### src/rtl/rse_pkg.sv
// Package for the GF(256) Reed-Solomon encoder: field arithmetic, generator
// coefficients and the cell control struct.
// No dependencies.
`default_nettype none

package rse_pkg;

  localparam int unsigned SYM_W       = 8;
  localparam int unsigned CNT_W       = 8;
  localparam int unsigned PARITY_LEN  = 16;
  localparam int unsigned MAX_DATA    = 239;
  localparam int unsigned MAX_PARITY  = 32;
  localparam logic [8:0]  GF_POLY     = 9'h11D;

  // control for every cell of the parity chain
  typedef struct packed {
    logic shift;  // take neighbor ^ fb*coef
    logic clear;  // drop to zero
  } cell_ctrl_t;

  // GF(256) product, shift-and-add over the 8 bits of b
  function automatic logic [SYM_W-1:0] gf_mul(input logic [SYM_W-1:0] a,
                                              input logic [SYM_W-1:0] b);
    logic [8:0]       aa;
    logic [SYM_W-1:0] acc;
    aa  = {1'b0, a};
    acc = '0;
    for (int k = 0; k < SYM_W; k++) begin
      if (b[k]) begin
        acc = acc ^ aa[SYM_W-1:0];
      end
      aa = {aa[SYM_W-1:0], 1'b0};
      if (aa[8]) begin
        aa = aa ^ GF_POLY;
      end
    end
    return acc;
  endfunction

  // coefficient of x^idx in g(x) = prod (x - a^i), i = 0..n-1; elaboration only
  function automatic logic [SYM_W-1:0] gen_coef(input int unsigned n,
                                                input int unsigned idx);
    logic [SYM_W-1:0] g [MAX_PARITY+1];
    logic [SYM_W-1:0] root;
    for (int j = 0; j <= MAX_PARITY; j++) begin
      g[j] = '0;
    end
    g[0] = 8'h01;
    root = 8'h01;
    for (int i = 0; i < n; i++) begin
      for (int j = i + 1; j > 0; j--) begin
        g[j] = g[j-1] ^ gf_mul(g[j], root);
      end
      g[0] = gf_mul(g[0], root);
      root = gf_mul(root, 8'h02);
    end
    return g[idx];
  endfunction

endpackage

`default_nettype wire

### src/rtl/rse_cell.sv
// One tap of the parity shift register: holds one remainder byte.
// Depends on rse_pkg.
`default_nettype none

module rse_cell #(
  parameter logic [rse_pkg::SYM_W-1:0] COEF = 8'h01
) (
  input  wire                         clk_i,
  input  wire                         rst_ni,
  input  wire rse_pkg::cell_ctrl_t    ctrl_i,
  input  wire [rse_pkg::SYM_W-1:0]    prev_i,  // lower neighbor, zero for tap 0
  input  wire [rse_pkg::SYM_W-1:0]    fb_i,    // feedback byte, zero while draining
  output logic [rse_pkg::SYM_W-1:0]   q_o
);

  logic [rse_pkg::SYM_W-1:0] tap_q, tap_d;

  always_comb begin
    tap_d = tap_q;
    if (ctrl_i.clear) begin
      tap_d = '0;
    end else if (ctrl_i.shift) begin
      tap_d = prev_i ^ rse_pkg::gf_mul(fb_i, COEF);
    end
  end

  always_ff @(posedge clk_i or negedge rst_ni) begin
    if (!rst_ni) begin
      tap_q <= '0;
    end else begin
      tap_q <= tap_d;
    end
  end

  assign q_o = tap_q;

endmodule

`default_nettype wire

### src/rtl/reed_solomon_systematic_encoder_unit.sv
// Top level of the systematic Reed-Solomon encoder over GF(256), poly 0x11D.
// Depends on rse_pkg and rse_cell.
//
// Usage:
//   Input stream (s_axis_*): one message byte per transfer in tdata, tlast on
//   the final byte of the message. Output stream (m_axis_*): every data byte
//   comes back unchanged, then PARITY_LEN parity bytes, highest degree first.
//   tuser[0] flags a parity byte, tuser[1] flags a message byte past the first
//   MAX_DATA bytes, tlast marks the final byte of the codeword.
//   Parity is the remainder of m(x)*x^PARITY_LEN by g(x) = prod (x - a^i).
//   It is formed in a row of PARITY_LEN cells, one remainder byte each; all
//   taps update together, so a data byte is taken every cycle unless held off.
//   The output byte is registered and appears in the cycle after its input.
//   Throughput: one data byte per cycle unless the receiver stalls. After the
//   last byte of a message the cells shift their contents out, one
//   byte per cycle unless the receiver stalls, while the input is held off.
//   An overlong message gets no parity; bytes past MAX_DATA pass through with
//   the too-long flag and skip the cells. Reset clears the cells, the byte
//   count and the overflow flag; the block is ready at once. A receiver stall
//   holds the output register and, with it, the input side and the parity
//   drain; nothing is dropped.
`default_nettype none

module reed_solomon_systematic_encoder_unit #(
  parameter int unsigned PARITY_LEN = rse_pkg::PARITY_LEN,  // 2..32
  parameter int unsigned MAX_DATA   = rse_pkg::MAX_DATA     // 1..253
) (
  input  wire         clk_i,
  input  wire         rst_ni,
  input  wire         s_axis_tvalid_i,
  output logic        s_axis_tready_o,
  input  wire  [7:0]  s_axis_tdata_i,   // [7:0] data_byte
  input  wire         s_axis_tlast_i,   // last
  output logic        m_axis_tvalid_o,
  input  wire         m_axis_tready_i,
  output logic [7:0]  m_axis_tdata_o,   // [7:0] out_byte
  output logic [1:0]  m_axis_tuser_o,   // [0] is_parity, [1] too_long
  output logic        m_axis_tlast_o    // block_end
);

  localparam int unsigned SYM_W   = rse_pkg::SYM_W;
  localparam int unsigned CNT_W   = rse_pkg::CNT_W;
  localparam int unsigned DRAIN_W = $clog2(PARITY_LEN + 1);

  // message state
  logic [CNT_W-1:0]   cnt_q, cnt_d;
  logic               ovf_q, ovf_d;
  logic [DRAIN_W-1:0] drain_q, drain_d;   // parity bytes still to send

  // output register
  logic               out_vld_q, out_vld_d;
  logic [SYM_W-1:0]   out_byte_q, out_byte_d;
  logic               out_par_q, out_par_d;
  logic               out_end_q, out_end_d;
  logic               out_tl_q, out_tl_d;

  logic               draining, out_free, in_xfer, ovf_now;
  logic [SYM_W-1:0]   fb;
  rse_pkg::cell_ctrl_t ctrl;
  logic [SYM_W-1:0]   tap [PARITY_LEN];

  assign draining = (drain_q != '0);
  assign out_free = !out_vld_q || m_axis_tready_i;
  assign s_axis_tready_o = !draining && out_free;
  assign in_xfer  = s_axis_tvalid_i && s_axis_tready_o;
  assign ovf_now  = ovf_q || (cnt_q >= CNT_W'(MAX_DATA));

  // feedback is forced to zero while draining: the row then just shifts
  assign fb = draining ? '0 : (s_axis_tdata_i ^ tap[PARITY_LEN-1]);

  always_comb begin
    ctrl.shift = (in_xfer && !ovf_now) || (draining && out_free);
    ctrl.clear = in_xfer && s_axis_tlast_i && ovf_now;
  end

  // parity cells
  for (genvar i = 0; i < PARITY_LEN; i++) begin : g_cell
    logic [SYM_W-1:0] prev;
    if (i == 0) begin : g_first
      assign prev = '0;
    end else begin : g_next
      assign prev = tap[i-1];
    end
    rse_cell #(
      .COEF(rse_pkg::gen_coef(PARITY_LEN, i))
    ) u_cell (
      .clk_i (clk_i),
      .rst_ni(rst_ni),
      .ctrl_i(ctrl),
      .prev_i(prev),
      .fb_i  (fb),
      .q_o   (tap[i])
    );
  end

  always_comb begin
    cnt_d      = cnt_q;
    ovf_d      = ovf_q;
    drain_d    = drain_q;
    out_vld_d  = out_vld_q && !m_axis_tready_i;
    out_byte_d = out_byte_q;
    out_par_d  = out_par_q;
    out_end_d  = out_end_q;
    out_tl_d   = out_tl_q;
    if (in_xfer) begin
      out_vld_d  = 1'b1;
      out_byte_d = s_axis_tdata_i;
      out_par_d  = 1'b0;
      out_end_d  = s_axis_tlast_i && ovf_now;
      out_tl_d   = ovf_now;
      if (s_axis_tlast_i) begin
        cnt_d = '0;
        ovf_d = 1'b0;
        if (!ovf_now) begin
          drain_d = DRAIN_W'(PARITY_LEN);
        end
      end else if (ovf_now) begin
        ovf_d = 1'b1;
      end else begin
        cnt_d = cnt_q + 1'b1;
      end
    end else if (draining && out_free) begin
      out_vld_d  = 1'b1;
      out_byte_d = tap[PARITY_LEN-1];
      out_par_d  = 1'b1;
      out_end_d  = (drain_q == DRAIN_W'(1));
      out_tl_d   = 1'b0;
      drain_d    = drain_q - 1'b1;
    end
  end

  always_ff @(posedge clk_i or negedge rst_ni) begin
    if (!rst_ni) begin
      cnt_q     <= '0;
      ovf_q     <= 1'b0;
      drain_q   <= '0;
      out_vld_q <= 1'b0;
    end else begin
      cnt_q     <= cnt_d;
      ovf_q     <= ovf_d;
      drain_q   <= drain_d;
      out_vld_q <= out_vld_d;
    end
  end

  always_ff @(posedge clk_i) begin
    out_byte_q <= out_byte_d;
    out_par_q  <= out_par_d;
    out_end_q  <= out_end_d;
    out_tl_q   <= out_tl_d;
  end

  assign m_axis_tvalid_o = out_vld_q;
  assign m_axis_tdata_o  = out_byte_q;
  assign m_axis_tuser_o  = {out_tl_q, out_par_q};
  assign m_axis_tlast_o  = out_end_q;

  // any tap still holding a nonzero byte
  logic taps_nz;
  always_comb begin
    taps_nz = 1'b0;
    for (int i = 0; i < PARITY_LEN; i++) begin
      taps_nz = taps_nz | (tap[i] != '0);
    end
  end

  a_cnt_bound: assert property (@(posedge clk_i) disable iff (!rst_ni)
    cnt_q <= CNT_W'(MAX_DATA))
    else $error("byte count past MAX_DATA");

  a_drain_start: assert property (@(posedge clk_i) disable iff (!rst_ni)
    (in_xfer && s_axis_tlast_i && !ovf_now) |=>
      (drain_q == DRAIN_W'(PARITY_LEN)) && out_vld_q && !out_end_q && !out_par_q)
    else $error("parity drain did not start after last byte");

  a_taps_clear: assert property (@(posedge clk_i) disable iff (!rst_ni)
    ($past(draining) && !draining) |-> !taps_nz && (cnt_q == '0))
    else $error("parity taps not clear after drain");

  a_overlong_end: assert property (@(posedge clk_i) disable iff (!rst_ni)
    (in_xfer && s_axis_tlast_i && ovf_now) |=>
      !draining && !taps_nz && out_end_q && out_tl_q)
    else $error("overlong message not closed");

endmodule

`default_nettype wire

### config.mk
export PLATFORM = sky130hd
export DESIGN_NAME = reed_solomon_systematic_encoder_unit
export DESIGN_NICKNAME = d
export VERILOG_FILES = /design/src/rtl/rse_pkg.sv /design/src/rtl/rse_cell.sv /design/src/rtl/reed_solomon_systematic_encoder_unit.sv
export SDC_FILE = /design/constraint.sdc
export NUM_CORES = 1
export LEC_CHECK = 0
export BUFFER_PORTS_ARGS = -buffer_cell sky130_fd_sc_hd__buf_2
export CORE_MARGIN = 5
export CORE_UTILIZATION = 45
export DETAILED_ROUTE_END_ITERATION = 10
export PLACE_DENSITY = 0.69
export SLEW_MARGIN = 20
export SYNTH_ARGS = -nofsm -noshare
export SYNTH_HDL_FRONTEND = slang
export SYNTH_SLANG_ARGS = --single-unit
### constraint.sdc
create_clock -name clk_i -period 2.6 [get_ports clk_i]
set_input_delay 0.39 -clock clk_i [delete_from_list [all_inputs] [get_ports clk_i]]
set_output_delay 0.39 -clock clk_i [all_outputs]
set_load 0.005 [all_outputs]
Word level (Yosys, flattened, before mapping). Index checks and enable logic that the tools add are counted.

Flip-flop bits (word level): 154. Bits in latches: 0. Memory bits (writable): 0. ROM bits: 0. Input bits: 13. Output and inout bits: 13. Logic and storage cells: 246. Memories: 0.

Add/subtract/negate cells: 2. $mul: 0. Divide/modulo/power cells: 0. $lt $le $gt $ge: 1. Eq/ne operators: 4. Shift-type cells: 0. Multiplexer cells: 139. Bitwise operators: 54. Reduce and logical (&&, ||, !) cells: 22.

Operators with widths (count): 2-to-1 mux 8 bit (120); bitwise XOR 8 bit (47); 2-to-1 mux 5 bit (11); inverter 4 bit (7); adder 8 x 1 -> 8 bit (second input constant) (1); >= comparator 8 bit (second input constant) (1); logical AND 1 bit (8); 2-to-1 mux 1 bit (8); inequality test 2 bit (second input constant) (3); nonzero test 2 bit (3); equality test 5 x 1 -> 1 bit (second input constant) (1); nonzero test 5 bit (1); subtractor 5 x 1 -> 5 bit (second input constant) (1); zero test 1 bit (4); AND reduction 2 bit (2); logical OR 1 bit (3); AND reduction 3 bit (1).

Depth between registers and ports, before layout.
Word-level depth: 38. Mapped depth: 11. Depth with buffers taken out: 8.

Hierarchy. From an unflattened synthesis, not the netlist that was laid out.

Cell total of the unflattened synthesis: 914. Area, all modules: 10706.5 µm².

Modules (own cells, without submodules): reed_solomon_systematic_encoder_unit (instances 1, cells an instance 160, area each 1515.2 µm², seq. area each 695.7 µm²); rse_cell (g_cell[12].u_cell ...) (instances 2, cells an instance 52, area each 599.3 µm², seq. area each 200.2 µm²); rse_cell (g_cell[0].u_cell ...) (instances 2, cells an instance 48, area each 593.1 µm², seq. area each 200.2 µm²); rse_cell (g_cell[4].u_cell) (instances 1, cells an instance 49, area each 645.6 µm², seq. area each 200.2 µm²); rse_cell (g_cell[7].u_cell) (instances 1, cells an instance 43, area each 645.6 µm², seq. area each 200.2 µm²); rse_cell (g_cell[10].u_cell) (instances 1, cells an instance 45, area each 629.4 µm², seq. area each 200.2 µm²); rse_cell (g_cell[13].u_cell) (instances 1, cells an instance 40, area each 598.1 µm², seq. area each 200.2 µm²); rse_cell (g_cell[14].u_cell) (instances 1, cells an instance 48, area each 563.0 µm², seq. area each 200.2 µm²); rse_cell (g_cell[2].u_cell) (instances 1, cells an instance 44, area each 560.5 µm², seq. area each 200.2 µm²); rse_cell (g_cell[5].u_cell) (instances 1, cells an instance 51, area each 555.5 µm², seq. area each 200.2 µm²); rse_cell (g_cell[6].u_cell) (instances 1, cells an instance 47, area each 534.3 µm², seq. area each 200.2 µm²); rse_cell (g_cell[11].u_cell) (instances 1, cells an instance 45, area each 529.3 µm², seq. area each 200.2 µm²); rse_cell (g_cell[3].u_cell) (instances 1, cells an instance 47, area each 520.5 µm², seq. area each 200.2 µm²); rse_cell (g_cell[1].u_cell) (instances 1, cells an instance 52, area each 519.2 µm², seq. area each 200.2 µm²); rse_cell (g_cell[8].u_cell) (instances 1, cells an instance 43, area each 505.5 µm², seq. area each 200.2 µm²).

Worst setup path after synthesis. No wires, ideal clock.

Path type: flip-flop to flip-flop. From: reg drain_q[0]. To: reg g_cell[10].u_cell.tap_q (netlist bit g_cell[10].u_cell.q_o[7]). Setup time: 0.132 ns. Arrival time: 2.349 ns. Data required time: 2.468 ns. Path slack: 0.119 ns. Stages on the path, launching flop included: 12. Buffers on the path: 3. Period minus slack after synthesis: 2.481 ns. Cell sequence: dfrtp_1 inv_1 ha_1 nor4b_1 buf_2 nand3_1 nor2_1 nor2_1 clkbuf_1 buf_1 nand2_1 o31ai_2.

Longest elaborated chain between the ends: 29. Elaborated cells between the ends (all ways): 47. Those cells by class: mux: 29; bitwise: 8; reduce/logical: 10.

Ends and longest elaborated chain: start, declared (line reed_solomon_systematic_encoder_unit.sv:48) `logic [DRAIN_W-1:0] drain_q, drain_d;`; start signal, assigned (line reed_solomon_systematic_encoder_unit.sv:141) `drain_q <= drain_d;`; nonzero test 5 bit * (line reed_solomon_systematic_encoder_unit.sv:62) `assign draining = (drain_q != '0);`; 2-to-1 mux 8 bit (line reed_solomon_systematic_encoder_unit.sv:69) `assign fb = draining ? '0 : (s_axis_tdata_i ^ tap[PARITY_LEN-1]);`; inverter 4 bit (no line) or 2-to-1 mux 5 bit (tied branches); 2-to-1 mux 5 bit or 2-to-1 mux 8 bit (tied branches) (line rse_pkg.sv:33, rse_cell.sv:22); 2-to-1 mux 8 bit, on equally long branches (line rse_cell.sv:22, rse_cell.sv:20); 2-to-1 mux 8 bit or inverter 4 bit (tied branches); inverter 4 bit (no line) or 2-to-1 mux 5 bit (tied branches); 2-to-1 mux 5 bit or 2-to-1 mux 8 bit (tied branches) (line rse_pkg.sv:33, rse_cell.sv:22); [... 13 more ...]; 2-to-1 mux 8 bit (line rse_cell.sv:22) `end else if (ctrl_i.shift) begin`; 2-to-1 mux 8 bit, on equally long branches; bitwise XOR 8 bit (line rse_pkg.sv:30) `acc = acc ^ aa[SYM_W-1:0];`; 2-to-1 mux 8 bit (line rse_cell.sv:22); 2-to-1 mux 8 bit (line rse_cell.sv:20) `if (ctrl_i.clear) begin`; bitwise XOR 8 bit (line rse_cell.sv:23) `tap_d = prev_i ^ rse_pkg::gf_mul(fb_i, COEF);`; 2-to-1 mux 8 bit (line rse_cell.sv:22); 2-to-1 mux 8 bit (line rse_cell.sv:20); end signal, assigned (line rse_cell.sv:31) `tap_q <= tap_d;`; end, declared (line rse_cell.sv:16) `logic [rse_pkg::SYM_W-1:0] tap_q, tap_d;`.

Every way passes the cells marked *; elsewhere a longest branch is shown, timed or not. The select of a mux whose other input is x is not followed. A chain may end at the register's enable or synchronous reset.

Worst setup path after layout.
From: reg drain_q[0]. To: reg g_cell[12].u_cell.tap_q (netlist bit g_cell[12].u_cell.q_o[0]).

Longest elaborated chain between the ends: 29. Elaborated cells between the ends (all ways): 54. Those cells by class: mux: 35; bitwise: 9; reduce/logical: 10.

Ends and longest elaborated chain: nonzero test 5 bit * (line reed_solomon_systematic_encoder_unit.sv:62); 2-to-1 mux 8 bit (line reed_solomon_systematic_encoder_unit.sv:69); inverter 4 bit (no line); 2-to-1 mux 5 bit (line rse_pkg.sv:33) `if (aa[8]) begin`; 2-to-1 mux 8 bit (line rse_cell.sv:22); 2-to-1 mux 8 bit (line rse_cell.sv:20); inverter 4 bit (no line); 2-to-1 mux 5 bit (line rse_pkg.sv:33); [... 13 more ...]; 2-to-1 mux 8 bit (line rse_cell.sv:22); 2-to-1 mux 8 bit; bitwise XOR 8 bit (line rse_pkg.sv:30); 2-to-1 mux 8 bit (line rse_cell.sv:22); 2-to-1 mux 8 bit (line rse_cell.sv:20); bitwise XOR 8 bit (line rse_cell.sv:23); 2-to-1 mux 8 bit (line rse_cell.sv:22); 2-to-1 mux 8 bit (line rse_cell.sv:20); end signal, assigned (line rse_cell.sv:31); end, declared (line rse_cell.sv:16).

Marked as above.

==> metrics.txt <==
# TYPE chip_impl_metric gauge
chip_impl_info{name="result_of_the_run",value="finished clean"} 1
chip_impl_metric{name="post-route-period-util",unit=""} 0.946
chip_impl_info{name="timing.critical_path.cells",value="inv_1 > ha_1 > nor4b_2 > buf_4 > a21oi_1 > nor2_4 > buf_12 > buf_12 > nand2_1 > o21ai_0"} 1
chip_impl_metric{name="fp.dieH",unit="um"} 150
chip_impl_metric{name="path_clk_slew",unit="ns"} 0.07
chip_impl_metric{name="finalNonFillerCells",unit=""} 1197
chip_impl_metric{name="dr_wl_met2",unit="um"} 10500
chip_impl_metric{name="final.hold.worst_slack",unit="ns"} 0.203
chip_impl_metric{name="number_of_nets_at_the_end_of_the_flow",unit=""} 936
chip_impl_info{name="worst_setup_path_start_kind",value="flop"} 1
chip_impl_metric{name="synth.yosys.seq_area_share",unit=""} 0.445
chip_impl_metric{name="route.met3.wl",unit="um"} 1100
chip_impl_metric{name="grt.total_usage",unit=""} 0.204
chip_impl_metric{name="numCtsBuffers",unit=""} 17
chip_impl_metric{name="drt_wl_total",unit="um"} 21700
chip_impl_metric{name="grt_antenna_before_repair",unit=""} 0
chip_impl_metric{name="drc_errors",unit=""} 0
chip_impl_metric{name="wl_per_cell",unit="um"} 18.1
chip_impl_metric{name="layout_setup_ws",unit="ns"} 0.139
chip_impl_metric{name="clock_tree.htree_level_count",unit=""} 4
chip_impl_info{name="grt_setup_unrepaired",value="false"} 1
chip_impl_metric{name="dp.cells",unit=""} 1164
chip_impl_metric{name="dpl.hpwl",unit="um"} 15200
chip_impl_metric{name="post_synthesis_register_bit_count",unit=""} 154
chip_impl_metric{name="ant_nets",unit=""} 0
chip_impl_info{name="netlist_top_cells_area",value="dfrtp_1, xor2_1, xnor2_1"} 1
chip_impl_info{name="clock_tree_from_tritoncts",value="built"} 1
chip_impl_metric{name="first_global_vias",unit=""} 6421
chip_impl_metric{name="pins_over_their_slew_limit",unit=""} 0
chip_impl_metric{name="syn-mean-instance-area",unit="sq um"} 10.1
chip_impl_metric{name="boundaryPins",unit=""} 26
chip_impl_metric{name="final_layout_size_suffix_gt1_frac",unit=""} 0.148
chip_impl_metric{name="die_width",unit="um"} 150
chip_impl_metric{name="worstPathMaxFanout",unit=""} 43
chip_impl_metric{name="syn_nets",unit=""} 888
chip_impl_metric{name="p_per_area",unit="nW/um^2"} 1460
chip_impl_metric{name="layout.area.seq",unit="sq um"} 3900
chip_impl_metric{name="clk_path_buf_depth",unit=""} 2
chip_impl_metric{name="drt_first_pass_iters",unit=""} 5
chip_impl_info{name="endpoint_kind",value="flop"} 1
chip_impl_metric{name="irDropWorstVdd",unit="V"} 0.000835
chip_impl_metric{name="globalplace.congestion",unit=""} 0.875
chip_impl_metric{name="areaGrowthSynthToFinish",unit="%"} 16.5
chip_impl_metric{name="insertedDiodeCount",unit=""} 0
chip_impl_metric{name="worstSkewPairLatency",unit="ns"} 0.43
chip_impl_info{name="timing.critical_path.slowest_stage_cell",value="nor4b_2"} 1
chip_impl_info{name="commonest_cells_in_the_synthesized_netlist",value="nand2_1, dfrtp_1, o21ai_0"} 1
chip_impl_metric{name="timing.reg2reg.setup_slack",unit="ns"} 0.14
chip_impl_info{name="clock_tree.root_cell",value="clkbuf_16"} 1
chip_impl_metric{name="synth_edf_count",unit=""} 10
chip_impl_metric{name="drt-initial-drc-count",unit=""} 654
chip_impl_metric{name="core_region_area",unit="sq um"} 19300
chip_impl_metric{name="synth_cell_types",unit=""} 54
chip_impl_metric{name="multiInputGateArea",unit="sq um"} 4680
chip_impl_info{name="synth.most_common_cell",value="nand2_1"} 1
chip_impl_metric{name="synth.top_cell.area_share",unit=""} 0.409
chip_impl_metric{name="finClkSkew",unit="ns"} 0.0116
chip_impl_metric{name="fmaxAchievable",unit="GHz"} 0.406
chip_impl_metric{name="vias",unit=""} 6226
chip_impl_info{name="cell_taking_the_most_area_after_synthesis",value="dfrtp_1"} 1
chip_impl_metric{name="number_of_warnings_issued_by_yosys",unit=""} 0
chip_impl_metric{name="max_stage_delay",unit="ns"} 0.43
chip_impl_metric{name="report.final.hold_viol_count",unit=""} 0
chip_impl_metric{name="mappedNetlistArea",unit="sq um"} 8760
chip_impl_metric{name="preCtsSetupSlack",unit="ns"} 0.0910
chip_impl_info{name="top_family_by_delay_on_critical_path",value="simple AND/OR/NAND/NOR gates"} 1
chip_impl_metric{name="slew_headroom",unit=""} 0.615
chip_impl_metric{name="critical_path_arrival",unit="ns"} 2.79
chip_impl_metric{name="cts.sink_count",unit=""} 154
chip_impl_metric{name="std_cell_rows",unit=""} 51
chip_impl_info{name="top_signal_layer_used",value="met4"} 1
chip_impl_metric{name="maximum_number_of_pins_on_one_net_before_global_route_repair",unit=""} 54
chip_impl_metric{name="cp.buffers_inverters",unit=""} 4
chip_impl_metric{name="design.die.area",unit="sq um"} 22400
chip_impl_info{name="crit_type",value="flop to flop"} 1
chip_impl_metric{name="report.final.setup_viol",unit=""} 0
chip_impl_metric{name="postCtsSetupBuffers",unit=""} 0
chip_impl_metric{name="wl_met1",unit="um"} 9660
chip_impl_info{name="ys.flop_type",value="dfrtp_1"} 1
chip_impl_metric{name="io_buffers",unit=""} 25
chip_impl_metric{name="power.total",unit="mW"} 14.9
chip_impl_metric{name="grt-ovfl-total",unit=""} 0
chip_impl_metric{name="worst_slew_pin_slew",unit="ns"} 0.577
chip_impl_metric{name="routed_via_density",unit=""} 5.20
chip_impl_metric{name="initial_core_util",unit=""} 0.453
chip_impl_info{name="critical_path.most_common_cell",value="buf_12"} 1
chip_impl_metric{name="grt_first_pass_wirelength",unit="um"} 35200
chip_impl_metric{name="power.static_leakage",unit="nW"} 4.44
chip_impl_metric{name="netlist_instances",unit=""} 871
chip_impl_metric{name="drv_cap",unit=""} 0
chip_impl_metric{name="finalWorstPathRequiredPeriod",unit="ns"} 2.46
chip_impl_metric{name="post_synth_arst_share",unit=""} 0.929
chip_impl_metric{name="final.setup.tns",unit="ns"} 0
chip_impl_info{name="min_path_type",value="input port to flop"} 1
chip_impl_metric{name="worstPathRequired",unit="ns"} 2.93
chip_impl_metric{name="final.fill_count",unit=""} 1707
-- power breakdown --
group          total, mW  internal (mW)  leakage (nW)  switching (mW)
clock network       2.79           1.77         0.306            1.02
logic               8.14           4.01          2.12            4.12
registers           4.02           3.32          2.02           0.700
total               14.9           9.10          4.44            5.84
-- worst paths after layout --
| path | start | to | cells past startpoint |
|---|---|---|---|
| setup reg to reg | drain_q[0] | g_cell[12].u_cell.q_o[0] | 10 |
| min in group asynchronous | rst_ni | cnt_q[7] | 2 |
| max in group asynchronous | rst_ni | g_cell[0].u_cell.q_o[6] | 3 |
| setup / recovery | drain_q[0] | g_cell[12].u_cell.q_o[0] | 10 |
| hold reg to reg | out_par_q | out_par_q | 1 |
| hold / removal | s_axis_tvalid_i | m_axis_tvalid_o | 2 |
-- cells in the final DEF (no fill, tap or decap), drive strengths merged, types with 4 or more instances in the layout --
cell type	Yosys	routed
xnor3	22	22
ha	4	4
xnor2	100	100
nand2	172	172
nor2	45	45
dfrtp	143	143
edfxtp	10	10
nand3b	4	4
nand3	4	4
a21oi	5	5
mux2	9	9
or3	4	4
and3	6	6
o21ai	129	129
buf	12	76
xor2	113	113
nand2b	11	11
inv	3	4
bufinv	0	5
clkbuf	36	22
-- registers in the layout (all words and copies together), names as in the netlist --
name,count
cnt_q,8
m_axis_tdata_o,8
g_cell.u_cell.q_o,128
out_par_q,1
m_axis_tlast_o,1
m_axis_tvalid_o,1
ovf_q,1
drain_q,5
out_tl_q,1
-- metrics by stage --
stage,util,cell area [sq um]
2_1_floorplan,-,8760
3_5_place_dp,0.493,9530
4_1_cts,0.528,10200
6_report,0.528,10200
5_1_grt,0.528,10200
3_3_place_gp,0.493,9530
-- repair_timing --
item                       in CTS  in global routing
setup endpoints to repair       1                  2
gates resized for setup         1                  1
hold buffers                    1                  0
hold endpoints to repair       36                  0
-- metal layers --
metal / track usage / vias to the layer above
met2: 0.334 / 161
met3: 0.0382 / 29
met4: 0.0618 / 0
met1: 0.277 / 3091
li1: - / 2945
met5: 0 / -
-- layout make-up --
type | count | area share
Multi-Input combinational cell | 666 | 0.459
Sequential cell | 154 | 0.382
Timing Repair Buffer | 77 | 0.0612
Clock buffer | 22 | 0.0456
Tap cell | 265 | 0.0325
Clock inverter | 10 | 0.0186
Inverter | 3 | 0.00110
-- logic make-up (layout without fill, tap and decap cells) --
logic type / Yosys count / count (layout) / share of synthesized area
muxes: 12 / 12 / 0.0150
AOI/OAI and AO/OA: 153 / 153 / 0.0956
xor gates and xnor gates: 235 / 235 / 0.286
DFF: 154 / 154 / 0.445
adders and majority gates: 4 / 4 / 0.00572
buffers and inverters: 51 / 112 / 0.0239
and+or+nand+nor: 262 / 262 / 0.129
(Power assumes the default switching activity.)
